File: src/rtl/core/fifo_queue_with_search_stats_top_defines.svh
// Assertion macros for the search-stats queue.
// Included by the top level; no other dependencies.
`ifndef FIFO_QUEUE_WITH_SEARCH_STATS_TOP_DEFINES_SVH
`define FIFO_QUEUE_WITH_SEARCH_STATS_TOP_DEFINES_SVH

`ifndef SYNTHESIS
`define FQ_ASSERT_IMP(lbl, ant, cons, msg) \
    lbl: assert property (@(posedge clk) disable iff (!rst_n) (ant) |-> (cons)) \
        else $error(msg);
`define FQ_ASSERT_NXT(lbl, ant, cons, msg) \
    lbl: assert property (@(posedge clk) disable iff (!rst_n) (ant) |=> (cons)) \
        else $error(msg);
`else
`define FQ_ASSERT_IMP(lbl, ant, cons, msg)
`define FQ_ASSERT_NXT(lbl, ant, cons, msg)
`endif

`endif

File: src/rtl/core/fqss_pkg.sv
// Shared types and constants for the search-stats queue.
// No dependencies.
package fqss_pkg;

    localparam int CMD_W   = 3;
    localparam int VAL_W   = 32;
    localparam int POS_W   = 4;
    localparam int ST_W    = 2;
    localparam int WORD_W  = 32;
    localparam int TOTAL_W = 36;
    localparam int FILL_W  = 5;

    typedef enum logic [CMD_W-1:0] {
        CMD_ENQ    = 3'd0,
        CMD_DEQ    = 3'd1,
        CMD_PEEK   = 3'd2,
        CMD_SEARCH = 3'd3,
        CMD_EDIT   = 3'd4,
        CMD_STATS  = 3'd5,
        CMD_DUMP   = 3'd6
    } cmd_t;

    typedef enum logic [ST_W-1:0] {
        ST_OK    = 2'd0,
        ST_EMPTY = 2'd1,
        ST_FULL  = 2'd2,
        ST_NOIDX = 2'd3
    } status_t;

    typedef enum logic [1:0] {
        RES_PLAIN,
        RES_PEEK,
        RES_SEARCH,
        RES_STATS
    } res_kind_t;

    typedef enum logic [2:0] {
        S_IDLE,
        S_EXEC,
        S_WALK,
        S_DUMP_RD,
        S_DUMP_OUT,
        S_RESULT
    } state_t;

    typedef struct packed {
        logic      capture;
        logic      do_enq;
        logic      do_deq;
        logic      do_edit;
        logic      rd_head;
        logic      walk_start;
        logic      walk_issue;
        logic      load_result;
        logic      load_elem;
        status_t   result_st;
        res_kind_t result_kind;
    } fq_cmd_t;

    typedef struct packed {
        cmd_t cmd;
        logic empty;
        logic full;
        logic edit_ok;
        logic walk_end;
        logic rd_pend;
        logic out_free;
    } fq_stat_t;

endpackage

File: src/rtl/core/fqss_ctrl.sv
// Command sequencer for the search-stats queue.
// Depends on fqss_pkg; drives fqss_dp through fq_cmd_t.
module fqss_ctrl (
    input  logic               clk,
    input  logic               rst_n,
    input  logic               s_tvalid,
    output logic               s_tready,
    input  fqss_pkg::fq_stat_t stat,
    output fqss_pkg::fq_cmd_t  cmd
);
    import fqss_pkg::*;

    state_t    state_reg, state_next;
    status_t   st_reg, st_next;
    res_kind_t kind_reg, kind_next;

    always_ff @(posedge clk or negedge rst_n)
    begin
        if (!rst_n)
        begin
            state_reg <= S_IDLE;
            st_reg    <= ST_OK;
            kind_reg  <= RES_PLAIN;
        end
        else
        begin
            state_reg <= state_next;
            st_reg    <= st_next;
            kind_reg  <= kind_next;
        end
    end

    always_comb
    begin
        state_next      = state_reg;
        st_next         = st_reg;
        kind_next       = kind_reg;
        cmd             = '0;
        cmd.result_st   = st_reg;
        cmd.result_kind = kind_reg;
        s_tready        = 1'b0;
        case (state_reg)
            S_IDLE:
            begin
                s_tready    = 1'b1;
                cmd.capture = s_tvalid;
                if (s_tvalid)
                    state_next = S_EXEC;
            end
            S_EXEC:
            begin
                st_next    = ST_OK;
                kind_next  = RES_PLAIN;
                state_next = S_RESULT;
                if (stat.cmd == CMD_ENQ)
                begin
                    if (stat.full)
                        st_next = ST_FULL;
                    else
                        cmd.do_enq = 1'b1;
                end
                else if (stat.cmd == CMD_DEQ || stat.cmd == CMD_PEEK ||
                         stat.cmd == CMD_SEARCH || stat.cmd == CMD_EDIT ||
                         stat.cmd == CMD_STATS || stat.cmd == CMD_DUMP)
                begin
                    if (stat.empty)
                        st_next = ST_EMPTY;
                    else
                    begin
                        case (stat.cmd)
                            CMD_DEQ:    cmd.do_deq = 1'b1;
                            CMD_PEEK:
                            begin
                                cmd.rd_head = 1'b1;
                                kind_next   = RES_PEEK;
                            end
                            CMD_SEARCH:
                            begin
                                cmd.walk_start = 1'b1;
                                kind_next      = RES_SEARCH;
                                state_next     = S_WALK;
                            end
                            CMD_STATS:
                            begin
                                cmd.walk_start = 1'b1;
                                kind_next      = RES_STATS;
                                state_next     = S_WALK;
                            end
                            CMD_EDIT:
                            begin
                                if (stat.edit_ok)
                                    cmd.do_edit = 1'b1;
                                else
                                    st_next = ST_NOIDX;
                            end
                            CMD_DUMP:
                            begin
                                cmd.walk_start = 1'b1;
                                state_next     = S_DUMP_RD;
                            end
                            default: st_next = ST_OK;
                        endcase
                    end
                end
            end
            S_WALK:
            begin
                cmd.walk_issue = !stat.walk_end;
                if (stat.walk_end && !stat.rd_pend)
                    state_next = S_RESULT;
            end
            S_DUMP_RD:
            begin
                cmd.walk_issue = 1'b1;
                state_next     = S_DUMP_OUT;
            end
            S_DUMP_OUT:
            begin
                if (stat.out_free)
                begin
                    cmd.load_elem = 1'b1;
                    state_next    = stat.walk_end ? S_IDLE : S_DUMP_RD;
                end
            end
            S_RESULT:
            begin
                if (stat.out_free)
                begin
                    cmd.load_result = 1'b1;
                    state_next      = S_IDLE;
                end
            end
            default: state_next = S_IDLE;
        endcase
    end

endmodule

File: src/rtl/core/fqss_dp.sv
// Datapath of the search-stats queue: ring store, pointers, walk unit,
// accumulators and result register. Depends on fqss_pkg.
module fqss_dp #(
    parameter int DEPTH      = 16,
    parameter int DATA_WIDTH = 32
) (
    input  logic                                  clk,
    input  logic                                  rst_n,
    input  fqss_pkg::fq_cmd_t                     cmd,
    output fqss_pkg::fq_stat_t                    stat,
    input  fqss_pkg::cmd_t                        in_cmd,
    input  logic signed [fqss_pkg::VAL_W-1:0]     value,
    input  logic        [fqss_pkg::POS_W-1:0]     position,
    input  logic                                  m_tready,
    output logic                                  m_tvalid,
    output fqss_pkg::status_t                     status,
    output logic signed [fqss_pkg::WORD_W-1:0]    word,
    output logic                                  found,
    output logic signed [fqss_pkg::TOTAL_W-1:0]   total,
    output logic signed [fqss_pkg::WORD_W-1:0]    smallest,
    output logic signed [fqss_pkg::WORD_W-1:0]    largest,
    output logic        [fqss_pkg::FILL_W-1:0]    fill,
    output logic                                  last
);
    import fqss_pkg::*;

    localparam int PTR_W = (DEPTH > 1) ? $clog2(DEPTH) : 1;
    localparam int OCC_W = $clog2(DEPTH + 1);
    localparam int CMP_W = (OCC_W > POS_W) ? OCC_W : POS_W;
    localparam int EA_W  = ((PTR_W > POS_W) ? PTR_W : POS_W) + 1;
    localparam logic [PTR_W-1:0] PTR_LAST = PTR_W'(DEPTH - 1);

    logic signed [DATA_WIDTH-1:0] mem [DEPTH];
    logic signed [DATA_WIDTH-1:0] rd_data_reg;

    cmd_t                         cmd_reg;
    logic signed [DATA_WIDTH-1:0] val_reg;
    logic        [POS_W-1:0]      pos_reg;

    logic [PTR_W-1:0] head_reg, tail_reg, walk_ptr_reg;
    logic [OCC_W-1:0] occ_reg, walk_cnt_reg;
    logic             rd_pend_reg;

    logic signed [TOTAL_W-1:0]    sum_reg;
    logic signed [DATA_WIDTH-1:0] min_reg, max_reg;
    logic                         hit_reg, first_reg;

    logic                         out_valid_reg;
    status_t                      out_st_reg;
    logic signed [WORD_W-1:0]     out_word_reg, out_min_reg, out_max_reg;
    logic signed [TOTAL_W-1:0]    out_total_reg;
    logic                         out_found_reg, out_last_reg;
    logic [FILL_W-1:0]            out_fill_reg;

    logic [EA_W-1:0]  ea_sum;
    logic [PTR_W-1:0] edit_addr, rd_addr;
    logic             rd_en, out_free, walk_end;

    function automatic logic [PTR_W-1:0] ptr_inc(input logic [PTR_W-1:0] p);
        ptr_inc = (p == PTR_LAST) ? '0 : p + 1'b1;
    endfunction

    always_comb
    begin
        ea_sum = EA_W'(head_reg) + EA_W'(pos_reg);
        if (ea_sum >= EA_W'(DEPTH))
            ea_sum = ea_sum - EA_W'(DEPTH);
        edit_addr = ea_sum[PTR_W-1:0];
    end

    assign rd_en    = cmd.rd_head || cmd.walk_issue;
    assign rd_addr  = cmd.rd_head ? head_reg : walk_ptr_reg;
    assign out_free = !out_valid_reg || m_tready;
    assign walk_end = (walk_cnt_reg == occ_reg);

    assign stat.cmd      = cmd_reg;
    assign stat.empty    = (occ_reg == '0);
    assign stat.full     = (occ_reg == OCC_W'(DEPTH));
    assign stat.edit_ok  = (CMP_W'(pos_reg) < CMP_W'(occ_reg));
    assign stat.walk_end = walk_end;
    assign stat.rd_pend  = rd_pend_reg;
    assign stat.out_free = out_free;

    // ring store
    always_ff @(posedge clk)
    begin
        if (cmd.do_enq)
            mem[tail_reg] <= val_reg;
        else if (cmd.do_edit)
            mem[edit_addr] <= val_reg;
        if (rd_en)
            rd_data_reg <= mem[rd_addr];
    end

    always_ff @(posedge clk)
    begin
        if (cmd.capture)
        begin
            cmd_reg <= in_cmd;
            val_reg <= DATA_WIDTH'(value);
            pos_reg <= position;
        end
    end

    always_ff @(posedge clk or negedge rst_n)
    begin
        if (!rst_n)
        begin
            head_reg     <= '0;
            tail_reg     <= '0;
            occ_reg      <= '0;
            walk_ptr_reg <= '0;
            walk_cnt_reg <= '0;
            rd_pend_reg  <= 1'b0;
        end
        else
        begin
            if (cmd.do_enq)
            begin
                tail_reg <= ptr_inc(tail_reg);
                occ_reg  <= occ_reg + 1'b1;
            end
            else if (cmd.do_deq)
            begin
                head_reg <= ptr_inc(head_reg);
                occ_reg  <= occ_reg - 1'b1;
            end
            if (cmd.walk_start)
            begin
                walk_ptr_reg <= head_reg;
                walk_cnt_reg <= '0;
            end
            else if (cmd.walk_issue)
            begin
                walk_ptr_reg <= ptr_inc(walk_ptr_reg);
                walk_cnt_reg <= walk_cnt_reg + 1'b1;
            end
            rd_pend_reg <= cmd.walk_issue;
        end
    end

    // search and stats accumulate one entry per cycle behind the read
    always_ff @(posedge clk)
    begin
        if (cmd.walk_start)
        begin
            sum_reg   <= '0;
            hit_reg   <= 1'b0;
            first_reg <= 1'b1;
        end
        else if (rd_pend_reg)
        begin
            sum_reg   <= sum_reg + TOTAL_W'(rd_data_reg);
            first_reg <= 1'b0;
            if (rd_data_reg == val_reg)
                hit_reg <= 1'b1;
            if (first_reg || rd_data_reg < min_reg)
                min_reg <= rd_data_reg;
            if (first_reg || rd_data_reg > max_reg)
                max_reg <= rd_data_reg;
        end
    end

    // result register
    always_ff @(posedge clk or negedge rst_n)
    begin
        if (!rst_n)
            out_valid_reg <= 1'b0;
        else if (cmd.load_result || cmd.load_elem)
            out_valid_reg <= 1'b1;
        else if (m_tready)
            out_valid_reg <= 1'b0;
    end

    always_ff @(posedge clk)
    begin
        if (cmd.load_result || cmd.load_elem)
        begin
            out_fill_reg <= FILL_W'(occ_reg);
            if (cmd.load_elem)
            begin
                out_st_reg    <= ST_OK;
                out_word_reg  <= WORD_W'(rd_data_reg);
                out_found_reg <= 1'b0;
                out_total_reg <= '0;
                out_min_reg   <= '0;
                out_max_reg   <= '0;
                out_last_reg  <= walk_end;
            end
            else
            begin
                out_st_reg    <= cmd.result_st;
                out_last_reg  <= 1'b1;
                out_word_reg  <= (cmd.result_kind == RES_PEEK) ?
                                 WORD_W'(rd_data_reg) : '0;
                out_found_reg <= (cmd.result_kind == RES_SEARCH) ? hit_reg : 1'b0;
                out_total_reg <= (cmd.result_kind == RES_STATS) ? sum_reg : '0;
                out_min_reg   <= (cmd.result_kind == RES_STATS) ?
                                 WORD_W'(min_reg) : '0;
                out_max_reg   <= (cmd.result_kind == RES_STATS) ?
                                 WORD_W'(max_reg) : '0;
            end
        end
    end

    assign m_tvalid = out_valid_reg;
    assign status   = out_st_reg;
    assign word     = out_word_reg;
    assign found    = out_found_reg;
    assign total    = out_total_reg;
    assign smallest = out_min_reg;
    assign largest  = out_max_reg;
    assign fill     = out_fill_reg;
    assign last     = out_last_reg;

endmodule

File: src/rtl/core/fifo_queue_with_search_stats_top.sv
// Bounded ring queue of signed words with peek, search, edit, stats and dump.
// One command at a time. Enqueue, dequeue, peek, edit: accept, execute, then
// result load; the next command is taken after that load. Search and stats
// walk the store's read port one entry per cycle. Dump reads each element,
// then sends it when the output is free. rst_n clears pointers, count
// and handshake state asynchronously; stored words are undefined until written.
module fifo_queue_with_search_stats_top #(
    parameter int DEPTH      = 16,
    parameter int DATA_WIDTH = 32
) (
    input  logic         clk,
    input  logic         rst_n,
    input  logic         s_tvalid,
    output logic         s_tready,
    input  logic [39:0]  s_tdata,   // value[31:0], position[35:32], zero pad
    input  logic [2:0]   s_tuser,   // cmd[2:0]
    output logic         m_tvalid,
    input  logic         m_tready,
    output logic [143:0] m_tdata,   // word[31:0], found[32], total[68:33],
                                    // smallest[100:69], largest[132:101],
                                    // fill[137:133], zero pad
    output logic [1:0]   m_tuser,   // status[1:0]
    output logic         m_tlast
);
    import fqss_pkg::*;
    `include "fifo_queue_with_search_stats_top_defines.svh"

    localparam logic [FILL_W-1:0] FILL_AT_FULL = FILL_W'(DEPTH);

    fq_cmd_t  cmd;
    fq_stat_t stat;

    status_t                   status;
    logic signed [WORD_W-1:0]  word, smallest, largest;
    logic signed [TOTAL_W-1:0] total;
    logic                      found;
    logic [FILL_W-1:0]         fill;

    fqss_ctrl u_ctrl (
        .clk      (clk),
        .rst_n    (rst_n),
        .s_tvalid (s_tvalid),
        .s_tready (s_tready),
        .stat     (stat),
        .cmd      (cmd)
    );

    fqss_dp #(
        .DEPTH      (DEPTH),
        .DATA_WIDTH (DATA_WIDTH)
    ) u_dp (
        .clk      (clk),
        .rst_n    (rst_n),
        .cmd      (cmd),
        .stat     (stat),
        .in_cmd   (cmd_t'(s_tuser)),
        .value    (s_tdata[31:0]),
        .position (s_tdata[35:32]),
        .m_tready (m_tready),
        .m_tvalid (m_tvalid),
        .status   (status),
        .word     (word),
        .found    (found),
        .total    (total),
        .smallest (smallest),
        .largest  (largest),
        .fill     (fill),
        .last     (m_tlast)
    );

    assign m_tdata = {6'd0, fill, largest, smallest, total, found, word};
    assign m_tuser = status;

    `FQ_ASSERT_NXT(a_one_at_a_time, s_tvalid && s_tready, !s_tready, "second transaction taken while busy")
    `FQ_ASSERT_IMP(a_full_fill, m_tvalid && m_tuser == ST_FULL, m_tdata[137:133] == FILL_AT_FULL, "full status with queue not full")
    `FQ_ASSERT_IMP(a_empty_fill, m_tvalid && m_tuser == ST_EMPTY, m_tdata[137:133] == '0, "empty status with entries stored")

endmodule
File: config.mk
export PLATFORM = sky130hd
export DESIGN_NAME = fifo_queue_with_search_stats_top
export DESIGN_NICKNAME = d
export VERILOG_FILES = /design/src/rtl/core/fqss_pkg.sv /design/src/rtl/core/fqss_ctrl.sv /design/src/rtl/core/fqss_dp.sv /design/src/rtl/core/fifo_queue_with_search_stats_top.sv
export VERILOG_INCLUDE_DIRS = /design/src /design/src/rtl/core
export SDC_FILE = /design/constraint.sdc
export NUM_CORES = 1
export LEC_CHECK = 0
export BUFFER_PORTS_ARGS = -buffer_cell sky130_fd_sc_hd__buf_4
export CAP_MARGIN = 10
export CORE_ASPECT_RATIO = 1.75
export CORE_MARGIN = 2
export CORE_UTILIZATION = 40
export CTS_CLUSTER_DIAMETER = 150
export DETAILED_ROUTE_END_ITERATION = 7
export PLACE_DENSITY_LB_ADDON = 0.3
export SLEW_MARGIN = 15
export SYNTH_ARGS = -nofsm -noshare
export SYNTH_HDL_FRONTEND = slang
export SYNTH_SLANG_ARGS = --single-unit
export TNS_END_PERCENT = 5
File: constraint.sdc
create_clock -name clk -period 6.9 [get_ports clk]
set_input_delay 1.38 -clock clk [delete_from_list [all_inputs] [get_ports clk]]
set_output_delay 1.38 -clock clk [all_outputs]
set_load 0.005 [all_outputs]
==> flow_summary.yaml <==
status:
  run_status: "finished clean"
logic_synthesis:
  synth_top_family_by_area: "simple AND/OR/NAND/NOR gates"
  synth-async-reset-ratio: 0.0362
  synth_xor_area_frac: 0.0205
  synth_compound_area_frac: 0.0527
  synth-simple-area-share: 0.111
  yosysSeqAreaShare: 0.701
  synth_flop_cell: "edfxtp_1"
  netlist_instances: 2476
  muxShareOfSynthArea: 0.0516
  synth-edff-count: 788
  yosysWarnings: 0
  synth_fa_ha_area_frac: 0.0403
  yosys_register_bits: 857
  ys_types: 75
  syn_area_mm2: 0.0360
  synth.avg_cell_area_um2: 14.5
timing:
  slew_violations: 0
  maxSlewHeadroom: 0.254
  fin_setup_tns_ns: 0
  fin_crit_ns: 4.18
  setup_viol: 0
  fin_crit_sh: 0.605
  rsz0062_at_grt: "false"
  fmax_mhz: 239
  fin_skew_ns: 0.0228
  timing.final.hold_violations: 0
  whs_ns: 0.495
  tightest_slew_ns: 1.11
global_route:
  grt_pass1_wl_mm: 130
  grt_pass1_vias: 21610
  use_met2: 0.356
  grt_overflow: 0
  grt_max_degree: 134
  grtUsageMet3: 0.0228
  antenna_found_initial: 0
  grt_use_total: 0.186
  met1_usage: 0.204
  busiest_layer: "met2"
cts:
  h-tree-depth: 3
  ctsHoldBuffers: 0
  cts_resized: 0
  cts_setup_buffers: 0
  numCtsBuffers: 75
  clkLatencyLatePin_ns: 0.66
  cts_tree: "built"
  clk_pin_slew_ns: 0.07
  cts_root_buf: "clkbuf_16"
  cts_sinks: 857
  max-clock-path-buffers: 3
routing:
  final_antenna_net_count: 0
  drt_iter0_markers: 1476
  drcViolationCount: 0
  dr_total_vias: 21024
  wl_mm: 86.4
  viasPerCell: 5.37
  dr.pass1.iters: 8
  wl_per_cell_um: 22.1
final_layout:
  final_nets: 2838
  final_common_cell: "edfxtp_1"
  fillCellCount: 7726
  final_layout_size_suffix_gt1_frac: 0.165
  layout_common_cells: "788 x edfxtp_1, 320 x nand2_1, 224 x buf_4"
  largest_register_ffs: 512
  syn_to_final_growth_pct: 14.8
  stdcell_count: 3914
  n_antenna_cell: 0
power:
  power_switching_mw: 5.97
  p_sw_frac: 0.345
  comb_power_share: 0.325
  ir_drop_mv: 0.287
  pwr-share-clk: 0.243
  p_seq_frac: 0.431
  leakagePower_nw: 15.0
  power_density_mw_per_mm2: 418
  intPower_mw: 11.3
flow_run:
  drv_cap: 0
critical_path:
  cp-end-kind: "flop"
  crit_type: "flop to flop"
  cp_data_required_time_ns: 7.20
  crit_fanout: 19
  cp_data_arrival_time_ns: 4.48
  cp-start-kind: "flop"
floorplan:
  die_x_um: 231
  row_count: 145
  fp.dieH_um: 401
  ios: 196
  core_area_mm2: 0.0893
  dieArea_mm2: 0.0924
  start_util: 0.403
placement:
  hpwlAfterDp_mm: 53.8
  gp_congestion: 0.898
  numPlacedInstances: 3775
  io_buffers: 185
hold_path:
  hp-class: "flop to flop"
[worst max-delay path: stages, from the launching register on]
cell,delay [ns]
dfrtp_1,0.48
inv_1,0.09
ha_1,0.30
a21o_1,0.15
a21o_1,0.17
a21oi_1,0.20
o21ai_0,0.14
or4b_1,0.72
inv_1,0.12
a31oi_1,0.34
nor2_4,0.62
buf_4,0.48
[cells by family after synthesis]
kind of cell	after synthesis
buffers and inverters	192
AND/OR/NAND/NOR	825
multiplexers	104
flip-flops	857
XOR/XNOR	84
other	1
adder cells (fa/ha/maj)	114
AO/OA/AOI/OAI	299
[cell usage after synthesis (all sizes together), types with 5 or more instances]
library cell	instances	area, um2
a31oi	11	68.8
xnor2	56	490
buf	42	273
nand4	59	369
nor2	93	357
and2	141	882
xor2	28	245
a211oi	10	75.1
dfrtp	31	776
nand2	324	1240
dfxtp	38	761
nand2b	14	87.6
nor4	5	37.5
o21ai	87	439
nor3	7	35.0
a21o	45	338
mux2	7	82.6
nand3	141	706
a22oi	34	255
clkbuf	67	251
ha	111	1390
mux4	64	1440
edfxtp	788	23700
o22ai	7	43.8
nor2b	14	87.6
a21oi	64	320
mux2i	33	330
o211ai	6	45.0
and3	11	68.8
inv	82	308
[final cells by class]
class,count,area [um2],area share
well taps,1176,1470,0.0356
clock buffers,89,1950,0.0472
multi-input cells,1432,10100,0.245
clock inverters,49,458,0.0111
flip-flops and latches,857,25200,0.610
inverters,83,312,0.00755
repair buffers,228,1760,0.0427
[metal layers]
| metal | share of wire | vias to the layer above |
|---|---|---|
| li1 | - | 9608 |
| met1 | 0.36 | 10537 |
| met2 | 0.55 | 693 |
| met3 | 0.046 | 186 |
| met4 | 0.038 | 0 |
| met5 | 0 | - |
[power groups by stage]
stage | clock network [mW] | registers (mW) | logic, mW
final | 4.20 | 7.45 | 5.62
after global routing | 4.45 | 7.55 | 6.18
after CTS | 4.30 | 7.46 | 5.65
after detailed placement | 0 | 7.57 | 5.62
after global placement | 0 | 7.53 | 5.46
after floorplan | 0 | 7.31 | 3.87
[per-stage QoR]
step / power [mW] / utilization / area (um2) / setup WS (ns)
final: 17.3 / 0.463 / 41300 / 2.72
after detailed placement: 13.2 / 0.435 / 38900 / 2.73
after global placement: 13.0 / 0.435 / 38900 / 2.74
after global routing: 18.2 / 0.463 / 41300 / 2.51
after CTS: 17.4 / 0.462 / 41300 / 2.71
after floorplan: 11.2 / - / 36000 / 1.31
[worst paths after layout]
check	start	to	slack (ns)	depth (start not counted)
max	u_dp.occ_reg[1]	u_dp.mem[7][16]	2.72	11
min	u_dp.sum_reg[30]	u_dp.sum_reg[30]	0.50	2
max reg2reg	u_dp.occ_reg[1]	u_dp.mem[7][16]	2.72	11
min reg2reg	u_dp.sum_reg[30]	u_dp.sum_reg[30]	0.50	2
max in group asynchronous	rst_n	u_dp.rd_pend_reg	5.90	1
min in group asynchronous	rst_n	u_dp.occ_reg[2]	0.67	1
(Power assumes the default switching activity.)
